==> src/rtl/mshr_pkg.sv <==
`default_nettype none

package mshr_pkg;

	localparam int NUM_ENTRIES_DEF = 8;
	localparam int MAX_TARGETS_DEF = 4;

	localparam int ADDR_W = 32;
	localparam int ROB_W  = 6;
	localparam int REG_W  = 6;
	localparam int DATA_W = 32;

	typedef enum logic {
		CMD_ALLOC = 1'b0,
		CMD_FILL  = 1'b1
	} cmd_t;

	typedef enum logic {
		KIND_ACK  = 1'b0,
		KIND_RESP = 1'b1
	} kind_t;

	typedef enum logic [2:0] {
		ST_IDLE,
		ST_SCAN,
		ST_ACK,
		ST_FRD,
		ST_FOUT
	} state_t;

	// status of one tag scan, held until the next start
	typedef struct packed {
		logic done;
		logic hit;
		logic free;
	} scan_stat_t;

endpackage

`default_nettype wire

==> src/rtl/mshr_if.sv <==
`default_nettype none

interface mshr_req_if;
	import mshr_pkg::*;

	logic              valid;
	logic              ready;
	logic              cmd;
	logic [ADDR_W-1:0] line_addr;
	logic [ROB_W-1:0]  rob_slot;
	logic [REG_W-1:0]  dest_reg;
	logic [DATA_W-1:0] fill_data;

	modport source (
		output valid, cmd, line_addr, rob_slot, dest_reg, fill_data,
		input  ready
	);

	modport sink (
		input  valid, cmd, line_addr, rob_slot, dest_reg, fill_data,
		output ready
	);
endinterface

interface mshr_rsp_if;
	import mshr_pkg::*;

	logic              valid;
	logic              ready;
	logic              kind;
	logic              accepted;
	logic              merged;
	logic [ROB_W-1:0]  resp_rob;
	logic [REG_W-1:0]  resp_reg;
	logic [DATA_W-1:0] resp_data;
	logic              last;

	modport source (
		output valid, kind, accepted, merged, resp_rob, resp_reg, resp_data, last,
		input  ready
	);

	modport sink (
		input  valid, kind, accepted, merged, resp_rob, resp_reg, resp_data, last,
		output ready
	);
endinterface

`default_nettype wire

==> src/rtl/mshr_tag_scan.sv <==
`default_nettype none

module mshr_tag_scan #(
	parameter int NUM_ENTRIES = mshr_pkg::NUM_ENTRIES_DEF,
	parameter int EIDX_W      = (NUM_ENTRIES > 1) ? $clog2(NUM_ENTRIES) : 1
) (
	input  wire logic                        clk,
	input  wire logic                        arst_n,
	input  wire logic                        start,
	input  wire logic [mshr_pkg::ADDR_W-1:0] blk,
	input  wire logic [NUM_ENTRIES-1:0]      valid_vec,
	input  wire logic                        wr_en,
	input  wire logic [EIDX_W-1:0]           wr_idx,
	input  wire logic [mshr_pkg::ADDR_W-1:0] wr_tag,
	output mshr_pkg::scan_stat_t             stat,
	output logic [EIDX_W-1:0]                hit_idx,
	output logic [EIDX_W-1:0]                free_idx
);
	import mshr_pkg::*;

	localparam logic [EIDX_W-1:0] LAST_IDX = EIDX_W'(NUM_ENTRIES - 1);

	logic [ADDR_W-1:0] tag_mem [NUM_ENTRIES];

	logic              issuing_q;
	logic [EIDX_W-1:0] ictr_q;
	logic              cmp_v_s1;
	logic              last_s1;
	logic              vld_s1;
	logic [EIDX_W-1:0] cidx_s1;
	logic [ADDR_W-1:0] tag_s1;
	logic              done_q;
	logic              hit_q;
	logic              free_q;
	logic [EIDX_W-1:0] hit_idx_q;
	logic [EIDX_W-1:0] free_idx_q;
	logic              match;

	// tag store, one read per cycle while the scan walks the entries
	always_ff @(posedge clk) begin
		if (wr_en) begin
			tag_mem[wr_idx] <= wr_tag;
		end
		if (issuing_q) begin
			tag_s1 <= tag_mem[ictr_q];
		end
	end

	always_ff @(posedge clk) begin
		if (issuing_q) begin
			cidx_s1 <= ictr_q;
			vld_s1  <= valid_vec[ictr_q];
		end
	end

	// the shared comparator
	assign match = cmp_v_s1 && vld_s1 && (tag_s1 == blk);

	always_ff @(posedge clk or negedge arst_n) begin
		if (!arst_n) begin
			issuing_q  <= 1'b0;
			ictr_q     <= '0;
			cmp_v_s1   <= 1'b0;
			last_s1    <= 1'b0;
			done_q     <= 1'b0;
			hit_q      <= 1'b0;
			free_q     <= 1'b0;
			hit_idx_q  <= '0;
			free_idx_q <= '0;
		end else if (start) begin
			issuing_q <= 1'b1;
			ictr_q    <= '0;
			cmp_v_s1  <= 1'b0;
			last_s1   <= 1'b0;
			done_q    <= 1'b0;
			hit_q     <= 1'b0;
			free_q    <= 1'b0;
		end else begin
			cmp_v_s1 <= issuing_q;
			last_s1  <= issuing_q && (ictr_q == LAST_IDX);
			if (issuing_q) begin
				// lowest free entry is picked up as the scan goes by
				if (!valid_vec[ictr_q] && !free_q) begin
					free_q     <= 1'b1;
					free_idx_q <= ictr_q;
				end
				if (ictr_q == LAST_IDX) begin
					issuing_q <= 1'b0;
				end else begin
					ictr_q <= ictr_q + EIDX_W'(1);
				end
			end
			if (match && !hit_q) begin
				hit_q     <= 1'b1;
				hit_idx_q <= cidx_s1;
			end
			if (cmp_v_s1 && last_s1) begin
				done_q <= 1'b1;
			end
		end
	end

	assign stat     = '{done: done_q, hit: hit_q, free: free_q};
	assign hit_idx  = hit_idx_q;
	assign free_idx = free_idx_q;

endmodule

`default_nettype wire

==> src/rtl/mshr_tgt_ram.sv <==
`default_nettype none

module mshr_tgt_ram #(
	parameter int NUM_ENTRIES = mshr_pkg::NUM_ENTRIES_DEF,
	parameter int MAX_TARGETS = mshr_pkg::MAX_TARGETS_DEF,
	parameter int EIDX_W      = (NUM_ENTRIES > 1) ? $clog2(NUM_ENTRIES) : 1,
	parameter int TIDX_W      = (MAX_TARGETS > 1) ? $clog2(MAX_TARGETS) : 1
) (
	input  wire logic                        clk,
	input  wire logic                        wr_en,
	input  wire logic [EIDX_W+TIDX_W-1:0]    wr_addr,
	input  wire logic [mshr_pkg::ROB_W-1:0]  wr_rob,
	input  wire logic [mshr_pkg::REG_W-1:0]  wr_reg,
	input  wire logic                        rd_en,
	input  wire logic [EIDX_W+TIDX_W-1:0]    rd_addr,
	output logic [mshr_pkg::ROB_W-1:0]       rd_rob,
	output logic [mshr_pkg::REG_W-1:0]       rd_reg
);
	import mshr_pkg::*;

	// entry number in the upper address bits, target slot in the lower
	localparam int DEPTH = NUM_ENTRIES * (1 << TIDX_W);

	logic [ROB_W+REG_W-1:0] mem [DEPTH];
	logic [ROB_W+REG_W-1:0] rd_q;

	always_ff @(posedge clk) begin
		if (wr_en) begin
			mem[wr_addr] <= {wr_rob, wr_reg};
		end
		if (rd_en) begin
			rd_q <= mem[rd_addr];
		end
	end

	assign rd_rob = rd_q[ROB_W+REG_W-1:REG_W];
	assign rd_reg = rd_q[REG_W-1:0];

endmodule

`default_nettype wire

==> src/rtl/mshr_miss_table.sv <==
// allocate: tag scan from accept to acknowledgement, one tag
//   compared per cycle by a single comparator walking the tag memory
// fill: tag scan, then for each load response a target memory read and an
//   output register load, which waits while the output register is not free
// one word in flight at a time, no new request is taken until the last is done;
// the output register lets the next word in early
// reset clears valid bits, target counts, sequencer and output valid; tag and target
// memories are not cleared; invalid entries' tags are masked, targets read once written
`default_nettype none

module mshr_miss_table #(
	parameter int NUM_ENTRIES = mshr_pkg::NUM_ENTRIES_DEF,
	parameter int MAX_TARGETS = mshr_pkg::MAX_TARGETS_DEF
) (
	input wire logic   clk,
	input wire logic   arst_n,
	mshr_req_if.sink   req,
	mshr_rsp_if.source rsp
);
	import mshr_pkg::*;

	localparam int EIDX_W = (NUM_ENTRIES > 1) ? $clog2(NUM_ENTRIES) : 1;
	localparam int TIDX_W = (MAX_TARGETS > 1) ? $clog2(MAX_TARGETS) : 1;
	localparam int CNT_W  = $clog2(MAX_TARGETS + 1);
	localparam logic [CNT_W-1:0] CNT_MAX = CNT_W'(MAX_TARGETS);

	state_t state_q, state_d;

	cmd_t              cmd_q;
	logic [ADDR_W-1:0] blk_q;
	logic [ROB_W-1:0]  rob_q;
	logic [REG_W-1:0]  reg_q;
	logic [DATA_W-1:0] data_q;

	logic [NUM_ENTRIES-1:0] valid_q;
	logic [CNT_W-1:0]       cnt_q [NUM_ENTRIES];
	logic [EIDX_W-1:0]      ent_q;
	logic [TIDX_W-1:0]      tk_q;
	logic                   ack_acc_q;
	logic                   ack_mrg_q;

	logic              out_v_q;
	kind_t             out_kind_q;
	logic              out_acc_q;
	logic              out_mrg_q;
	logic [ROB_W-1:0]  out_rob_q;
	logic [REG_W-1:0]  out_reg_q;
	logic [DATA_W-1:0] out_data_q;
	logic              out_last_q;

	scan_stat_t        stat;
	logic [EIDX_W-1:0] hit_idx;
	logic [EIDX_W-1:0] free_idx;

	logic              req_fire;
	logic              out_free;
	logic              hit_full;
	logic              fill_last;
	logic [ROB_W-1:0]  tgt_rob;
	logic [REG_W-1:0]  tgt_reg;

	// sequencer strobes
	logic                     scan_start;
	logic                     ent_alloc;
	logic                     ent_merge;
	logic                     ent_release;
	logic                     ack_set;
	logic                     ack_acc;
	logic                     ack_mrg;
	logic                     fill_begin;
	logic                     tk_step;
	logic                     tgt_wr;
	logic [EIDX_W+TIDX_W-1:0] tgt_wr_addr;
	logic                     tgt_rd;
	logic                     out_load;
	kind_t                    ol_kind;
	logic                     ol_acc;
	logic                     ol_mrg;
	logic [ROB_W-1:0]         ol_rob;
	logic [REG_W-1:0]         ol_reg;
	logic [DATA_W-1:0]        ol_data;
	logic                     ol_last;

	assign req.ready = (state_q == ST_IDLE);
	assign req_fire  = req.valid && req.ready;
	assign out_free  = !out_v_q || rsp.ready;
	assign hit_full  = (cnt_q[hit_idx] >= CNT_MAX);
	assign fill_last = ((CNT_W'(tk_q) + CNT_W'(1)) == cnt_q[ent_q]);

	mshr_tag_scan #(
		.NUM_ENTRIES (NUM_ENTRIES),
		.EIDX_W      (EIDX_W)
	) u_scan (
		.clk       (clk),
		.arst_n    (arst_n),
		.start     (scan_start),
		.blk       (blk_q),
		.valid_vec (valid_q),
		.wr_en     (ent_alloc),
		.wr_idx    (free_idx),
		.wr_tag    (blk_q),
		.stat      (stat),
		.hit_idx   (hit_idx),
		.free_idx  (free_idx)
	);

	mshr_tgt_ram #(
		.NUM_ENTRIES (NUM_ENTRIES),
		.MAX_TARGETS (MAX_TARGETS),
		.EIDX_W      (EIDX_W),
		.TIDX_W      (TIDX_W)
	) u_tgt (
		.clk     (clk),
		.wr_en   (tgt_wr),
		.wr_addr (tgt_wr_addr),
		.wr_rob  (rob_q),
		.wr_reg  (reg_q),
		.rd_en   (tgt_rd),
		.rd_addr ({ent_q, tk_q}),
		.rd_rob  (tgt_rob),
		.rd_reg  (tgt_reg)
	);

	always_comb begin
		state_d = state_q;
		case (state_q)
			ST_IDLE: begin
				if (req_fire) begin
					state_d = ST_SCAN;
				end
			end
			ST_SCAN: begin
				if (stat.done) begin
					if (cmd_q == CMD_ALLOC) begin
						state_d = ST_ACK;
					end else if (stat.hit) begin
						state_d = ST_FRD;
					end else begin
						state_d = ST_IDLE;
					end
				end
			end
			ST_ACK: begin
				if (out_free) begin
					state_d = ST_IDLE;
				end
			end
			ST_FRD: begin
				state_d = ST_FOUT;
			end
			ST_FOUT: begin
				if (out_free) begin
					state_d = fill_last ? ST_IDLE : ST_FRD;
				end
			end
			default: begin
				state_d = ST_IDLE;
			end
		endcase
	end

	always_comb begin
		scan_start  = 1'b0;
		ent_alloc   = 1'b0;
		ent_merge   = 1'b0;
		ent_release = 1'b0;
		ack_set     = 1'b0;
		ack_acc     = 1'b0;
		ack_mrg     = 1'b0;
		fill_begin  = 1'b0;
		tk_step     = 1'b0;
		tgt_wr      = 1'b0;
		tgt_wr_addr = {free_idx, TIDX_W'(0)};
		tgt_rd      = 1'b0;
		out_load    = 1'b0;
		ol_kind     = KIND_ACK;
		ol_acc      = 1'b0;
		ol_mrg      = 1'b0;
		ol_rob      = '0;
		ol_reg      = '0;
		ol_data     = '0;
		ol_last     = 1'b0;
		case (state_q)
			ST_IDLE: begin
				scan_start = req_fire;
			end
			ST_SCAN: begin
				if (stat.done) begin
					if (cmd_q == CMD_ALLOC) begin
						ack_set = 1'b1;
						if (stat.hit) begin
							// merge unless the target list is already full
							if (!hit_full) begin
								ent_merge   = 1'b1;
								tgt_wr      = 1'b1;
								tgt_wr_addr = {hit_idx, TIDX_W'(cnt_q[hit_idx])};
								ack_acc     = 1'b1;
								ack_mrg     = 1'b1;
							end
						end else if (stat.free) begin
							ent_alloc = 1'b1;
							tgt_wr    = 1'b1;
							ack_acc   = 1'b1;
						end
					end else begin
						fill_begin = stat.hit;
					end
				end
			end
			ST_ACK: begin
				out_load = out_free;
				ol_acc   = ack_acc_q;
				ol_mrg   = ack_mrg_q;
			end
			ST_FRD: begin
				tgt_rd = 1'b1;
			end
			ST_FOUT: begin
				out_load    = out_free;
				ol_kind     = KIND_RESP;
				ol_rob      = tgt_rob;
				ol_reg      = tgt_reg;
				ol_data     = data_q;
				ol_last     = fill_last;
				ent_release = out_free && fill_last;
				tk_step     = out_free && !fill_last;
			end
			default: begin
				scan_start = 1'b0;
			end
		endcase
	end

	always_ff @(posedge clk or negedge arst_n) begin
		if (!arst_n) begin
			state_q <= ST_IDLE;
		end else begin
			state_q <= state_d;
		end
	end

	// request word, held for the whole operation
	always_ff @(posedge clk) begin
		if (req_fire) begin
			cmd_q  <= cmd_t'(req.cmd);
			blk_q  <= req.line_addr;
			rob_q  <= req.rob_slot;
			reg_q  <= req.dest_reg;
			data_q <= req.fill_data;
		end
		if (ack_set) begin
			ack_acc_q <= ack_acc;
			ack_mrg_q <= ack_mrg;
		end
		if (fill_begin) begin
			ent_q <= hit_idx;
		end
	end

	always_ff @(posedge clk or negedge arst_n) begin
		if (!arst_n) begin
			valid_q <= '0;
			tk_q    <= '0;
			for (int i = 0; i < NUM_ENTRIES; i++) begin
				cnt_q[i] <= '0;
			end
		end else begin
			if (ent_alloc) begin
				valid_q[free_idx] <= 1'b1;
				cnt_q[free_idx]   <= CNT_W'(1);
			end
			if (ent_merge) begin
				cnt_q[hit_idx] <= cnt_q[hit_idx] + CNT_W'(1);
			end
			if (ent_release) begin
				valid_q[ent_q] <= 1'b0;
				cnt_q[ent_q]   <= '0;
			end
			if (fill_begin) begin
				tk_q <= '0;
			end else if (tk_step) begin
				tk_q <= tk_q + TIDX_W'(1);
			end
		end
	end

	// output register
	always_ff @(posedge clk or negedge arst_n) begin
		if (!arst_n) begin
			out_v_q <= 1'b0;
		end else if (out_load) begin
			out_v_q <= 1'b1;
		end else if (rsp.ready) begin
			out_v_q <= 1'b0;
		end
	end

	always_ff @(posedge clk) begin
		if (out_load) begin
			out_kind_q <= ol_kind;
			out_acc_q  <= ol_acc;
			out_mrg_q  <= ol_mrg;
			out_rob_q  <= ol_rob;
			out_reg_q  <= ol_reg;
			out_data_q <= ol_data;
			out_last_q <= ol_last;
		end
	end

	assign rsp.valid     = out_v_q;
	assign rsp.kind      = out_kind_q;
	assign rsp.accepted  = out_acc_q;
	assign rsp.merged    = out_mrg_q;
	assign rsp.resp_rob  = out_rob_q;
	assign rsp.resp_reg  = out_reg_q;
	assign rsp.resp_data = out_data_q;
	assign rsp.last      = out_last_q;

endmodule

`default_nettype wire
==> src/flat_wrapper.sv <==
// flat-port wrapper written by rule: the top's interface ports become plain ports
module mshr_miss_table_flat import mshr_pkg::*;
#(
	parameter int NUM_ENTRIES = mshr_pkg::NUM_ENTRIES_DEF,
	parameter int MAX_TARGETS = mshr_pkg::MAX_TARGETS_DEF
)
  (clk, arst_n, req_valid, req_cmd, req_line_addr, req_rob_slot, req_dest_reg, req_fill_data, req_ready, rsp_valid, rsp_kind, rsp_accepted, rsp_merged, rsp_resp_rob, rsp_resp_reg, rsp_resp_data, rsp_last, rsp_ready);
  mshr_req_if req_i ();
  mshr_rsp_if rsp_i ();
  input wire logic clk;
  input wire logic arst_n;
  input wire logic [$bits(req_i.valid)-1:0] req_valid;
  input wire logic [$bits(req_i.cmd)-1:0] req_cmd;
  input wire logic [$bits(req_i.line_addr)-1:0] req_line_addr;
  input wire logic [$bits(req_i.rob_slot)-1:0] req_rob_slot;
  input wire logic [$bits(req_i.dest_reg)-1:0] req_dest_reg;
  input wire logic [$bits(req_i.fill_data)-1:0] req_fill_data;
  output wire logic [$bits(req_i.ready)-1:0] req_ready;
  output wire logic [$bits(rsp_i.valid)-1:0] rsp_valid;
  output wire logic [$bits(rsp_i.kind)-1:0] rsp_kind;
  output wire logic [$bits(rsp_i.accepted)-1:0] rsp_accepted;
  output wire logic [$bits(rsp_i.merged)-1:0] rsp_merged;
  output wire logic [$bits(rsp_i.resp_rob)-1:0] rsp_resp_rob;
  output wire logic [$bits(rsp_i.resp_reg)-1:0] rsp_resp_reg;
  output wire logic [$bits(rsp_i.resp_data)-1:0] rsp_resp_data;
  output wire logic [$bits(rsp_i.last)-1:0] rsp_last;
  input wire logic [$bits(rsp_i.ready)-1:0] rsp_ready;
  assign req_i.valid = req_valid;
  assign req_i.cmd = req_cmd;
  assign req_i.line_addr = req_line_addr;
  assign req_i.rob_slot = req_rob_slot;
  assign req_i.dest_reg = req_dest_reg;
  assign req_i.fill_data = req_fill_data;
  assign req_ready = req_i.ready;
  assign rsp_valid = rsp_i.valid;
  assign rsp_kind = rsp_i.kind;
  assign rsp_accepted = rsp_i.accepted;
  assign rsp_merged = rsp_i.merged;
  assign rsp_resp_rob = rsp_i.resp_rob;
  assign rsp_resp_reg = rsp_i.resp_reg;
  assign rsp_resp_data = rsp_i.resp_data;
  assign rsp_last = rsp_i.last;
  assign rsp_i.ready = rsp_ready;
  mshr_miss_table #(.NUM_ENTRIES(NUM_ENTRIES), .MAX_TARGETS(MAX_TARGETS)) u_core (.clk(clk), .arst_n(arst_n), .req(req_i), .rsp(rsp_i));
endmodule
==> config.mk <==
export PLATFORM = sky130hd
export DESIGN_NAME = mshr_miss_table_flat
export DESIGN_NICKNAME = d
export VERILOG_FILES = /design/src/rtl/mshr_pkg.sv /design/src/rtl/mshr_if.sv /design/src/rtl/mshr_tag_scan.sv /design/src/rtl/mshr_tgt_ram.sv /design/src/rtl/mshr_miss_table.sv /design/src/flat_wrapper.sv
export SDC_FILE = /design/constraint.sdc
export NUM_CORES = 1
export LEC_CHECK = 0
export BUFFER_PORTS_ARGS = -buffer_cell sky130_fd_sc_hd__buf_2
export CAP_MARGIN = 20
export CORE_MARGIN = 1.5
export CORE_UTILIZATION = 35
export DETAILED_ROUTE_END_ITERATION = 10
export SLEW_MARGIN = 20
export SYNTH_ARGS = -nofsm -noshare
export SYNTH_HDL_FRONTEND = slang
export SYNTH_SLANG_ARGS = --single-unit
export TNS_END_PERCENT = 20
==> constraint.sdc <==
create_clock -name clk -period 4.8 [get_ports clk]
set_clock_uncertainty 0.1 [all_clocks]
set_input_delay 0.72 -clock clk [delete_from_list [all_inputs] [get_ports clk]]
set_output_delay 0.72 -clock clk [all_outputs]
set_load 0.1 [all_outputs]
==> results of run 1 <==
## layer usage
metal  wire length, µm  vias up  track usage [%]
met5                 0        -                0
met4              1870        0             4.58
met3              4060      128             2.76
met2             38400      522             26.6
met1             29500     8578             19.3
li1                  -     7018                -
## placed cells by master, fill, tap and decap left out, types with 4 or more instances in the layout
cell	count
buf_2	130
nor3_2	7
nor2_1	66
clkinv_1	21
nor2_4	4
o22ai_1	6
nand3b_1	7
a31oi_1	7
nand4_1	19
inv_1	10
dfrtp_1	47
mux4_2	164
buf_4	68
a21oi_1	40
nand2_1	28
nand3_1	5
mux2_2	44
xor2_1	4
mux2i_1	16
o21ai_0	4
a22oi_1	55
clkbuf_1	20
and2_1	49
clkinv_2	10
nor4_1	4
or3b_1	4
nor2b_1	20
and3_1	9
bufinv_16	10
a21oi_2	7
nand2b_1	11
ha_1	4
edfxtp_1	818
xnor2_1	29
clkbuf_16	89
mux2_4	4
## area by class of cell
cell class | instances | area [µm²] | share of cell area, %
inverters | 12 | 47.5 | 0.123
flip-flops and latches | 871 | 25900 | 66.8
repair buffers | 202 | 1220 | 3.15
well taps | 1254 | 1570 | 4.05
clock inverters | 52 | 579 | 1.49
multi-input cells | 653 | 7130 | 18.4
clock buffers | 109 | 2300 | 5.94
## power groups by stage
stage | registers [mW] | logic (mW) | clock network, mW
final | 9.61 | 3.53 | 6.82
after CTS | 9.64 | 3.60 | 6.96
after global routing | 9.69 | 3.80 | 7.25
after detailed placement | 9.80 | 3.58 | 0
after floorplan | 9.64 | 2.64 | 0
after global placement | 9.77 | 3.54 | 0
## stage by stage
step           hold slack (ns)  setup slack [ns]
2_1_floorplan            0.324             0.658
5_1_grt                  0.125             0.899
3_3_place_gp             0.385              1.07
3_5_place_dp             0.369             0.964
6_report                 0.153              1.14
4_1_cts                  0.115             0.912
## worst paths after layout
path / cells after the start / start / slack, ns / to
setup / recovery: 7 / u_core.u_scan.hit_idx[1]$_DFFE_PN0P_ / 1.14 / u_core.u_tgt.mem[4][8]$_DFFE_PP_
hold / removal: 1 / req_dest_reg[0] / 0.15 / u_core.reg_q[0]$_DFFE_PP_
setup reg to reg: 7 / u_core.u_scan.hit_idx[1]$_DFFE_PN0P_ / 1.14 / u_core.u_tgt.mem[4][8]$_DFFE_PP_
hold reg to reg: 1 / u_core.u_scan.cidx_s1[0]$_DFFE_PP_ / 0.40 / u_core.u_scan.hit_idx[0]$_DFFE_PN0P_
max in group asynchronous: 3 / arst_n / 3.17 / u_core.tk_q[0]$_DFFE_PN0P_
min in group asynchronous: 2 / arst_n / 0.52 / u_core.u_scan.ictr_q[0]$_DFFE_PN0P_
## cell families (layout without fill, tap and decap cells)
| kind of cell | count (synthesis) | count (layout) | synth area share, % |
|---|---|---|---|
| DFF | 871 | 871 | 77.7 |
| buffers and inverters | 88 | 375 | 1.18 |
| xor gates and xnor gates | 33 | 33 | 0.867 |
| adders and majority gates | 4 | 4 | 0.150 |
| AOI/OAI and AO/OA | 137 | 137 | 2.82 |
| and+or+nand+nor | 251 | 251 | 4.06 |
| muxes | 228 | 228 | 13.2 |
## critical path: cells and delay by family, from the launching register on
family | cells | cell delay (ns)
AND/OR/NAND/NOR | 1 | 0.49
flip-flops | 1 | 0.69
buffers and inverters | 1 | 0.27
AO/OA/AOI/OAI | 4 | 1.45
multiplexers | 1 | 0.35
## repair_timing
| item | in CTS | in global routing |
|---|---|---|
| hold buffers | 1 | 0 |
| setup buffers | 0 | 0 |
| endpoints found under the hold margin | 21 | 0 |
==> out/results.tsv, run 1 <==
metric	value	unit
top_register	u_core.u_tgt.mem	
fill_cells	8175	
slew-limit-headroom	27.0	%
total_power	20.0	mW
drtIter0Drc	1442	
cp_slowest_cell	dfrtp_1	
setup_viol	0	
yosys_warnings	0	
internal_power	14.7	mW
clk_latency	0.64	ns
pin_count	131	
cts-buffers-inserted	88	
htree_levels	3	
grt_max_degree	52	
grt_pass1_vias	17200	
placed_cell_area	35800	µm²
layout.nets	1913	
areaGrowthSynthToFinish	16.3	%
synth_edf_count	818	
p_leak	12.6	nW
top_regs	u_core.u_tgt.mem: 384 flops, u_core.u_scan.tag_mem: 256 flops	
yosysMostFrequentCell	edfxtp_1	
track_usage	15.2	%
seqPwrFrac	48.1	%
tightest_slew	1.10	ns
grt_pass1_wl	111	mm
clk_pin_slew	0.06	ns
crit_required	5.05	ns
critPathLaunchType	register	
wl_per_cell	23.4	µm
cts.path.max_buffers	3	
tritoncts	built	
root_buffer	clkbuf_16	
swShare	26.5	%
yosys-top-cells-area	edfxtp_1, mux4_2, dfrtp_1	
start_util	35.5	%
powerDensity	515	nW/µm²
finalSetupTns	0	ns
route.antenna.remaining_nets	0	
grt_setup_unrepaired	false	
synthTopCellsByCount	edfxtp_1, mux4_2, nor2_1, a22oi_1, dfrtp_1	
cp_slowest_stage_delay	0.69	ns
cap_violations	0	
die_h	312	µm
final_core_util	41.3	%
p_comb_share	17.7	%
p_switching	5.30	mW
largest_register_ffs	384	
period_needed	3.66	ns
status	finished clean	
fin_area	38800	µm²
synth_ff_type	edfxtp_1	
die_x	312	µm
port_buffers	130	
crit_chain	mux2_4 > a221oi_2 > a31oi_1 > a311o_1 > o31a_1 > nor2_1 > buf_4	
ys_seq_area_share	77.7	%
drt-vias-per-instance	5.15	
cp_data_arrival_time	3.91	ns
critPathMaxFanout	17	
mappedNetlistArea	33300	µm²
endpoint_kind	register	
ys_ff_latch	871	
wl	73.8	mm
hold_class	input pin to register	
synth_top_area_share	73.7	%
synth.avg_cell_area	20.7	µm²
clock_sinks	871	
drive_above_1_share	30.1	%
overflow	0	
antenna_cells	0	
place_inst	2989	
ys_types	57	
hold_violations	0	
syn_nets	1697	
synthArstFlopShare	6.08	%
core_area	93900	µm²
dieArea	97100	µm²
dp_hpwl	44.5	mm
peakVddDrop	0.279	mV
timing.final.crit_share	76.3	%
dr.pass1.iters	6	
final_cells	3153	
drv_slew	0	
num_rows	112	
gp_congestion	0.908	
pwr-share-clk	34.2	%
yosysTopAreaCell	edfxtp_1	
antenna_found_initial	0	
max_freq	0.273	GHz
vias	16200	
synthCells	1612	
drc	0	
crit_type	register to register	
ctsResizeCount	0	
Note: power is estimated with default switching activity, not from simulation.
==> inputs of run 2 (changes only) <==
Clock period 4.8 ns to 3.1 ns, I/O delays scaled along.
==> run 2 against run 1 <==
  * Final area rose by 2.9%
  * Power rose by 55%
  * Routed wire length rose by 3.6%
  * Worst hold slack got worse by 0.066 ns
  * Combinational power rose by 72%
  * Sequential cell count did not move
  * Clock power rose by 50%
  * Highest routed layer unchanged
  * Clock-buffer cell count rose by 6
  * Critical endpoint is now u_core.u_tgt.mem[9][8]$_DFFE_PP_
  * Die area did not move
  * Register-to-register slack got worse by 1.0 ns
  * Setup slack got worse by 1.0 ns
  * Largest power group unchanged
==> out/results.tsv, run 2 (synthesized netlist as in run 1, its figures left out) <==
metric	value	unit
status	finished clean	
antenna_found_initial	0	
drc	0	
grt_setup_unrepaired	false	
final_cells	3280	
hold_class	input pin to register	
antenna_cells	0	
max_freq	0.337	GHz
endpoint_kind	register	
r2r_cells	9	
die_x	312	µm
critPathMaxFanout	12	
tightest_slew	1.07	ns
worst_slack	0.136	ns
fill_cells	8074	
dr.pass1.iters	5	
layout.nets	2040	
powerDensity	776	nW/µm²
cp_data_arrival_time	3.26	ns
top_register	u_core.u_tgt.mem	
timing.final.crit_share	95.6	%
preCtsSetupSlack	0.156	ns
layout_commonest_cell	edfxtp_1	
clk_pin_slew	0.06	ns
die_h	312	µm
port_buffers	130	
route.antenna.remaining_nets	0	
place_inst	3038	
most-common-layout-cells	edfxtp_1, mux4_2, buf_2	
vias	16800	
drtIter0Drc	1708	
largest_register_ffs	384	
cts.path.max_buffers	3	
top_regs	u_core.u_tgt.mem: 384 flops, u_core.u_scan.tag_mem: 256 flops	
drive_above_1_share	30.8	%
clk_latency	0.66	ns
finalSetupTns	0	ns
drv_slew	0	
setup_viol	0	
grt_pass1_wl	115	mm
track_usage	15.7	%
final_core_util	42.5	%
tritoncts	built	
pin_count	131	
slew-limit-headroom	28.7	%
clock_sinks	871	
period_needed	2.96	ns
hold_ws	0.0875	ns
start_util	35.5	%
htree_levels	3	
wl	76.4	mm
critPathLaunchType	register	
grt_pass1_vias	17500	
grt_max_degree	84	
cts_setup_buffers	0	
placed_cell_area	36300	µm²
hold_path_depth	3	
overflow	0	
root_buffer	clkbuf_16	
crit_type	register to register	
dieArea	97100	µm²
areaGrowthSynthToFinish	19.7	%
hold_violations	0	
core_area	93900	µm²
gp_congestion	0.908	
wl_per_cell	23.3	µm
peakVddDrop	0.457	mV
drt-vias-per-instance	5.11	
crit_required	3.39	ns
cts-buffers-inserted	90	
dp_hpwl	47.1	mm
p_leak	13.1	nW
total_power	31.0	mW
cap_violations	0	
fin_area	39900	µm²
num_rows	112	
-- run 2: routing by layer --
| metal | routed length (µm) | track usage (%) | part of all wire (%) |
|---|---|---|---|
| met5 | 0 | 0 | 0 |
| met4 | 1920 | 4.82 | 2.5 |
| met3 | 3700 | 2.38 | 4.8 |
| met2 | 39800 | 27.5 | 52 |
| met1 | 31000 | 20.0 | 41 |
-- run 2: critical path, cell delays in order, from the launching register on --
cell	delay, ns
dfrtp_1	0.47
mux2i_1	0.22
o32ai_1	0.13
or4_4	0.62
inv_2	0.15
nor2_1	0.07
buf_4	0.14
a21oi_1	0.50
nor2_1	0.08
buf_4	0.22
-- run 2: what timing repair did --
action                                 in CTS  in global routing
gates resized for setup                     0                  2
endpoints found under the hold margin     119                  0
setup endpoints to repair                   0                 31
hold buffers                               79                  0
-- run 2: area by class of cell --
type / count / area (µm²) / share of cell area (%)
Sequential cell: 871 / 25900 / 64.9
Multi-Input combinational cell: 653 / 7130 / 17.9
Timing Repair Buffer: 327 / 2470 / 6.19
Clock buffer: 115 / 2380 / 5.96
Tap cell: 1254 / 1570 / 3.93
Clock inverter: 48 / 395 / 0.991
Inverter: 12 / 46.3 / 0.116
-- run 2: worst paths after layout --
path,from,slack (ns),endpoint
max,u_core.u_scan.hit_idx[0]$_DFFE_PN0P_,0.14,u_core.u_tgt.mem[9][8]$_DFFE_PP_
min,rsp_ready,0.09,u_core.state_q[2]$_DFFE_PN0P_
max reg2reg,u_core.u_scan.hit_idx[0]$_DFFE_PN0P_,0.14,u_core.u_tgt.mem[9][8]$_DFFE_PP_
min reg2reg,u_core.u_scan.cidx_s1[0]$_DFFE_PP_,0.40,u_core.u_scan.hit_idx[0]$_DFFE_PN0P_
max in group asynchronous,arst_n,2.00,u_core.cnt_q[15]$_DFF_PN0_
min in group asynchronous,arst_n,0.29,u_core.cnt_q[9]$_DFF_PN0_
-- run 2: report_power, final --
part	switching [mW]	total, mW	internal, mW	leakage, nW
registers	0.706	14.7	14.0	7.98
logic	3.23	6.07	2.84	3.81
clock network	4.52	10.2	5.72	1.34
total	8.45	31.0	22.5	13.1
